--- src/design/cbs_pkg.sv ---
// Shared types, constants and helpers for the connection beacon scorer.
package cbs_pkg;

  localparam int unsigned PROC_SLOTS = 16;
  localparam int unsigned PROC_W     = $clog2(PROC_SLOTS);
  localparam int unsigned ADDR_SLOTS = 11;
  localparam int unsigned ADDR_CNT_W = 4;
  localparam int unsigned ADDR_DEPTH = PROC_SLOTS * ADDR_SLOTS;
  localparam int unsigned ADDR_IDX_W = $clog2(ADDR_DEPTH);
  localparam int unsigned NUM_HOT    = 13;
  localparam int unsigned GAP_W      = 24;
  localparam int unsigned SCORE_W    = 7;
  localparam int unsigned PROD_W     = 88;

  localparam logic [GAP_W-1:0] GAP_MAX = {GAP_W{1'b1}};
  localparam int unsigned GAP_LO_K = 1000;
  localparam int unsigned GAP_HI_K = 3600000;
  localparam int unsigned CV_N_K   = 100;
  localparam int unsigned CV_S_K   = 109;
  localparam int unsigned MIN_GAPS = 5;
  localparam int unsigned MAX_SCORE = 100;
  localparam int unsigned BEACON_PTS = 60;

  localparam logic [15:0] HOT_PORTS [NUM_HOT] = '{
    16'd4444, 16'd5555, 16'd6666, 16'd6667, 16'd6668, 16'd7777, 16'd8080,
    16'd8443, 16'd9001, 16'd9002, 16'd31337, 16'd12345, 16'd65535
  };

  localparam logic [1:0] KIND_TRACK = 2'd0;
  localparam logic [1:0] KIND_QUERY = 2'd1;
  localparam logic [1:0] KIND_FREE  = 2'd2;
  localparam logic [1:0] KIND_LIST  = 2'd3;

  localparam logic [1:0] STATUS_OK      = 2'd0;
  localparam logic [1:0] STATUS_FULL    = 2'd1;
  localparam logic [1:0] STATUS_UNKNOWN = 2'd2;
  localparam logic [1:0] STATUS_NOMATCH = 2'd3;

  typedef struct packed {
    logic [1:0]  kind;
    logic [31:0] proc_id;
    logic [31:0] dest_addr;
    logic [15:0] dest_port_num;
    logic [47:0] now_ms;
    logic [6:0]  score_floor;
  } req_t;

  typedef struct packed {
    logic [SCORE_W-1:0] score;
    logic [31:0]        out_proc_id;
    logic               beacon_seen;
    logic [1:0]         status;
    logic               last;
  } res_t;

  typedef struct packed {
    logic [15:0]           conn_total;
    logic [47:0]           last_seen_ms;
    logic [15:0]           gap_count;
    logic [39:0]           gap_sum;
    logic [63:0]           gap_square_sum;
    logic [ADDR_CNT_W-1:0] addr_count;
    logic [NUM_HOT-1:0]    port_hit_mask;
  } stat_t;

  typedef struct packed {
    logic               done;
    logic               beacon;
    logic [SCORE_W-1:0] score;
  } sc_res_t;

  function automatic logic [NUM_HOT-1:0] hot_mask(input logic [15:0] port);
    logic [NUM_HOT-1:0] m;
    m = '0;
    for (int i = 0; i < NUM_HOT; i++) begin
      if (HOT_PORTS[i] == port) m[i] = 1'b1;
    end
    return m;
  endfunction

endpackage

--- src/design/cbs_scorer.sv ---
// Score unit: base points plus a serial shift-add beacon test on one entry.
module cbs_scorer import cbs_pkg::*; (
  input  logic    clk_i,
  input  logic    rst_ni,
  input  logic    start_i,
  input  stat_t   stat_i,
  output sc_res_t result_o
);

  localparam logic [2:0] SC_IDLE  = 3'd0;
  localparam logic [2:0] SC_CHECK = 3'd1;
  localparam logic [2:0] SC_MUL1  = 3'd2;
  localparam logic [2:0] SC_MUL2  = 3'd3;
  localparam logic [2:0] SC_DONE  = 3'd4;

  logic [2:0]        state_q, state_d;
  stat_t             st_q;
  logic              zero_q;
  logic [7:0]        base_q;
  logic              beacon_q;
  logic [PROD_W-1:0] ma_q, acc_q, lhs_q;
  logic [39:0]       mb_q;

  logic [3:0]  hits;
  logic [7:0]  conn_pts, addr_pts, base_d;
  logic [39:0] lo_lim, hi_lim;
  logic        range_ok;
  logic [22:0] n100;
  logic [46:0] s109;
  logic [8:0]  total;

  always_comb begin
    hits = '0;
    for (int i = 0; i < NUM_HOT; i++) begin
      hits = hits + 4'(st_q.port_hit_mask[i]);
    end
    if (st_q.conn_total > 16'd50) conn_pts = 8'd20;
    else if (st_q.conn_total > 16'd20) conn_pts = 8'd10;
    else conn_pts = 8'd0;
    if (st_q.addr_count > ADDR_CNT_W'(10)) addr_pts = 8'd25;
    else if (st_q.addr_count > ADDR_CNT_W'(5)) addr_pts = 8'd15;
    else if (st_q.addr_count == ADDR_CNT_W'(1) && st_q.conn_total > 16'd10) addr_pts = 8'd20;
    else addr_pts = 8'd0;
    base_d = conn_pts + 8'(hits) * 8'd15 + addr_pts;
    lo_lim = 40'(st_q.gap_count) * 40'(GAP_LO_K);
    hi_lim = 40'(st_q.gap_count) * 40'(GAP_HI_K);
    range_ok = (st_q.gap_count >= 16'(MIN_GAPS)) && (st_q.gap_sum > lo_lim) &&
               (st_q.gap_sum < hi_lim);
    n100 = 23'(st_q.gap_count) * 23'(CV_N_K);
    s109 = 47'(st_q.gap_sum) * 47'(CV_S_K);
  end

  always_comb begin
    state_d = state_q;
    case (state_q)
      SC_IDLE:  if (start_i) state_d = SC_CHECK;
      SC_CHECK: state_d = range_ok ? SC_MUL1 : SC_DONE;
      SC_MUL1:  if (mb_q == '0) state_d = SC_MUL2;
      SC_MUL2:  if (mb_q == '0) state_d = SC_DONE;
      SC_DONE:  state_d = SC_IDLE;
      default:  state_d = SC_IDLE;
    endcase
  end

  always_ff @(posedge clk_i or negedge rst_ni) begin
    if (!rst_ni) begin
      state_q <= SC_IDLE;
    end else begin
      state_q <= state_d;
    end
  end

  // n*100*Q first, then S*109*S; one multiplier bit per cycle
  always_ff @(posedge clk_i) begin
    case (state_q)
      SC_IDLE: begin
        if (start_i) st_q <= stat_i;
      end
      SC_CHECK: begin
        zero_q   <= st_q.conn_total < 16'd3;
        base_q   <= base_d;
        beacon_q <= 1'b0;
        ma_q     <= PROD_W'(st_q.gap_square_sum);
        mb_q     <= 40'(n100);
        acc_q    <= '0;
      end
      SC_MUL1, SC_MUL2: begin
        if (mb_q == '0) begin
          if (state_q == SC_MUL1) begin
            lhs_q <= acc_q;
            ma_q  <= PROD_W'(s109);
            mb_q  <= st_q.gap_sum;
            acc_q <= '0;
          end else begin
            beacon_q <= lhs_q < acc_q;
          end
        end else begin
          if (mb_q[0]) acc_q <= acc_q + ma_q;
          ma_q <= ma_q << 1;
          mb_q <= mb_q >> 1;
        end
      end
      default: ;
    endcase
  end

  always_comb begin
    total = 9'(base_q) + (beacon_q ? 9'(BEACON_PTS) : 9'd0);
    result_o.done   = state_q == SC_DONE;
    result_o.beacon = beacon_q;
    if (zero_q) result_o.score = '0;
    else if (total > 9'(MAX_SCORE)) result_o.score = SCORE_W'(MAX_SCORE);
    else result_o.score = total[SCORE_W-1:0];
  end

endmodule

--- config.mk ---
export PLATFORM = sky130hd
export DESIGN_NAME = cbs_scorer
export DESIGN_NICKNAME = d
export VERILOG_FILES = /design/src/design/cbs_pkg.sv /design/src/design/cbs_scorer.sv
export SDC_FILE = /design/constraint.sdc
export NUM_CORES = 2
export LEC_CHECK = 0
export BUFFER_PORTS_ARGS = -buffer_cell sky130_fd_sc_hd__buf_2
export CORE_MARGIN = 4
export CORE_UTILIZATION = 45
export DETAILED_ROUTE_END_ITERATION = 12
export GPL_ROUTABILITY_DRIVEN = 0
export HOLD_SLACK_MARGIN = 0.1
export SYNTH_ARGS = -nofsm -noshare
export SYNTH_HDL_FRONTEND = slang
export SYNTH_SLANG_ARGS = --single-unit
--- constraint.sdc ---
create_clock -name clk_i -period 18.5 [get_ports clk_i]
set_clock_uncertainty 0.15 [all_clocks]
set_input_delay 0.925 -clock clk_i [delete_from_list [all_inputs] [get_ports clk_i]]
set_output_delay 0.925 -clock clk_i [all_outputs]
set_load 0.03 [all_outputs]
==> flow_summary.yaml <==
clock_network:
  post-cts-setup-buffer-count: 0
  cts_root_buffer: "sky130_fd_sc_hd__clkbuf_16"
  clockBufferDepth: 3
  clock_tree.htree_level_count: 2
  worst_setup_hold_path_clk_slew_ns: 0.06
  cts_num_sinks: 470
  clock_latency_ns: 0.66
  post_cts_sizing: 0
  tritoncts: "done"
  holdBufCountCts: 1
  cts_buffers: 58
placement:
  buffer_ports.inserted: 164
  dp_hpwl_mm: 85.2
  place_worst_setup_slack_ns: 8.76
logic_synthesis:
  synthDominantAreaCellType: "sky130_fd_sc_hd__edfxtp_1"
  synthDistinctLibCells: 77
  ys_ff_latch: 470
  synth_enable_flop_cells: 467
  mappedNetlistArea_sq_um: 41000
  ys_warn_count: 0
  synth_fp_nets: 5021
  synthDominantCellAreaShare_pct: 34.2
  synth_area_per_cell_sq_um: 10.3
  dominantRegCellSynth: "sky130_fd_sc_hd__edfxtp_1"
  postSynthCellCount: 3965
  ys_async_sr_fraction_pct: 0.638
  synth.top_cells.by_area: "sky130_fd_sc_hd__edfxtp_1 34%, sky130_fd_sc_hd__ha_1 17%, sky130_fd_sc_hd__fa_1 14%"
  share_of_synthesized_area_occupied_by_flip_flops_and_latches_pct: 34.4
detailed_routing:
  routed_via_count_divided_by_cell_count: 5.51
  first_iter_violations: 2287
  avgRoutedWirePerCell_microns: 20.3
  drt-pass1-iter-count: 6
  routed-via-count: 29400
  route.detailed.drc: 0
  wirelength_mm: 108
  drtAntennaViolNets: 0
worst_setup_path:
  cp.arrival_ns: 10.19
  critical_path.max_stage_delay_ns: 0.77
  critPathKind: "reg -> reg"
  critPathMaxFanout: 9
  endpoint_kind: "register"
  cp-start-kind: "register"
  critical_path_required_ns: 18.92
  slowest_stage: "sky130_fd_sc_hd__edfxtp_1"
  worst-path-buf-inv: 5
  worst_path_dominant_cell_family: "adder cells"
die:
  std_cell_rows: 110
  top_level_ports: 213
  fp.coreArea_sq_um: 90300
  die_h_microns: 310
  fp.dieArea_sq_um: 96100
  die-width_microns: 310
  floorplan.initialDensity_pct: 45.5
layout:
  antenna_cells_inserted: 0
  nFillCells: 8317
  mostFrequentLayoutCell: "sky130_fd_sc_hd__inv_1"
  fin_util_pct: 50.0
  area_growth_pct: 10.1
  post_route_cells_drive_above_1_share_pct: 7.60
  final_net_count: 5172
  layout.cells.most_common_list: "614 x sky130_fd_sc_hd__inv_1, 558 x sky130_fd_sc_hd__ha_1, 467 x sky130_fd_sc_hd__edfxtp_1"
sta:
  timing.final.crit_share_pct: 52.8
  max_freq_mhz: 102
  slew_headroom_pct: 21.4
  drv_slew: 0
  setup_viol_count_final: 0
  rsz0062_at_grt: "false"
  setup_tns_ns: 0
  worst_slew_pin_slew_ns: 1.17
  worst_slack_ns: 8.73
  final_hold_viol_count: 0
  period_needed_ns: 9.77
global_routing:
  globalRouteTotalUtil_pct: 22.6
  globalRouteOverflowTotal: 0
  first_global_vias: 29300
  grt_antenna_before_repair: 2
  grt_use_met1_pct: 31.1
  wire_length_of_the_first_global_routing_pass_mm: 169
  grt_util_met2_pct: 37.9
  maximum_number_of_pins_on_one_net_before_global_route_repair: 77
  grtUsageMet3_pct: 2.41
  globalRoute.busiestLayer: "met2"
flow_run:
  cap_violations: 0
outcome:
  status: "completed"
hold_path:
  hp-class: "in -> reg"
[Yosys cell counts, drive strengths merged (22+ instances only)]
cell type / instances
nor4: 27
nor2: 235
xnor2: 95
nand3: 60
a21oi: 284
inv: 614
a211oi: 40
nor2b: 22
edfxtp: 467
nor3: 64
nand2: 233
and3: 54
a21o: 158
clkbuf: 83
ha: 558
fa: 294
nand4: 68
a31oi: 46
o21bai: 43
xor2: 78
o21ai: 158
o21a: 36
[state kept, by name, summed over array words and instances, names as in the netlist]
| signal | cells |
|---|---|
| base_q | 8 |
| zero_q | 1 |
| lhs_q | 88 |
| state_q | 3 |
| mb_q | 40 |
| st_q | 153 |
| beacon_q | 1 |
| ma_q | 88 |
| acc_q | 88 |
[worst register-to-register path, delay by kind of cell (launching register included)]
family                   cells  cell delay, ns
adder cells (fa/ha/maj)      8            3.84
AND/OR/NAND/NOR              4            0.69
flip-flops                   1            0.77
AO/OA/AOI/OAI               12            3.52
XOR/XNOR                     1            0.28
buffers and inverters        5            0.38
[per-stage QoR]
stage	area, sq um	cells	hold slack (ns)
global route	45200	5335	0.255
detailed placement	43200	5231	0.319
CTS	45200	5335	0.249
finish	45200	5335	0.293
floorplan	41000	3965	0.304
global placement	43200	5231	0.316
[cell type report]
class | instances | area [sq um] | area share, %
repair buffers | 183 | 966 | 2.14
multi-input cells | 2789 | 24300 | 53.9
clock inverters | 34 | 454 | 1.01
well taps | 1176 | 1470 | 3.26
clock buffers | 69 | 1530 | 3.40
flip-flops and latches | 470 | 14100 | 31.2
inverters | 614 | 2300 | 5.10
[routing by layer]
layer | vias up | wire length (microns)
met5 | - | 0
met4 | 0 | 3410
met3 | 155 | 4670
met2 | 695 | 51400
met1 | 14300 | 48800
li1 | 14200 | -
[cells by family (layout without fill, tap and decap cells)]
logic type / Yosys count / in the layout / share of synthesized area [%]
AO/OA/AOI/OAI: 893 / 893 / 13.9
XOR/XNOR: 173 / 173 / 3.69
adder cells (fa/ha/maj): 852 / 852 / 31.4
flip-flops: 470 / 470 / 34.4
multiplexers: 8 / 8 / 0.195
buffers and inverters: 706 / 900 / 6.47
AND/OR/NAND/NOR: 863 / 863 / 10.1
[final timing paths]
check                             from    endpoint  slack (ns)  depth (start not counted)
setup / recovery             st_q[129]  state_q[1]        8.73                         30
setup reg to reg             st_q[129]  state_q[1]        8.73                         30
min in group asynchronous       rst_ni  state_q[0]        0.56                          2
hold reg to reg              acc_q[58]   lhs_q[58]        0.34                          0
max in group asynchronous       rst_ni  state_q[2]       17.54                          2
hold / removal             stat_i[135]   st_q[135]        0.29                          1
Power is left out: the tool's default activity adds up to more than one toggle a clock period on the data nets, which glitch-free logic cannot reach.
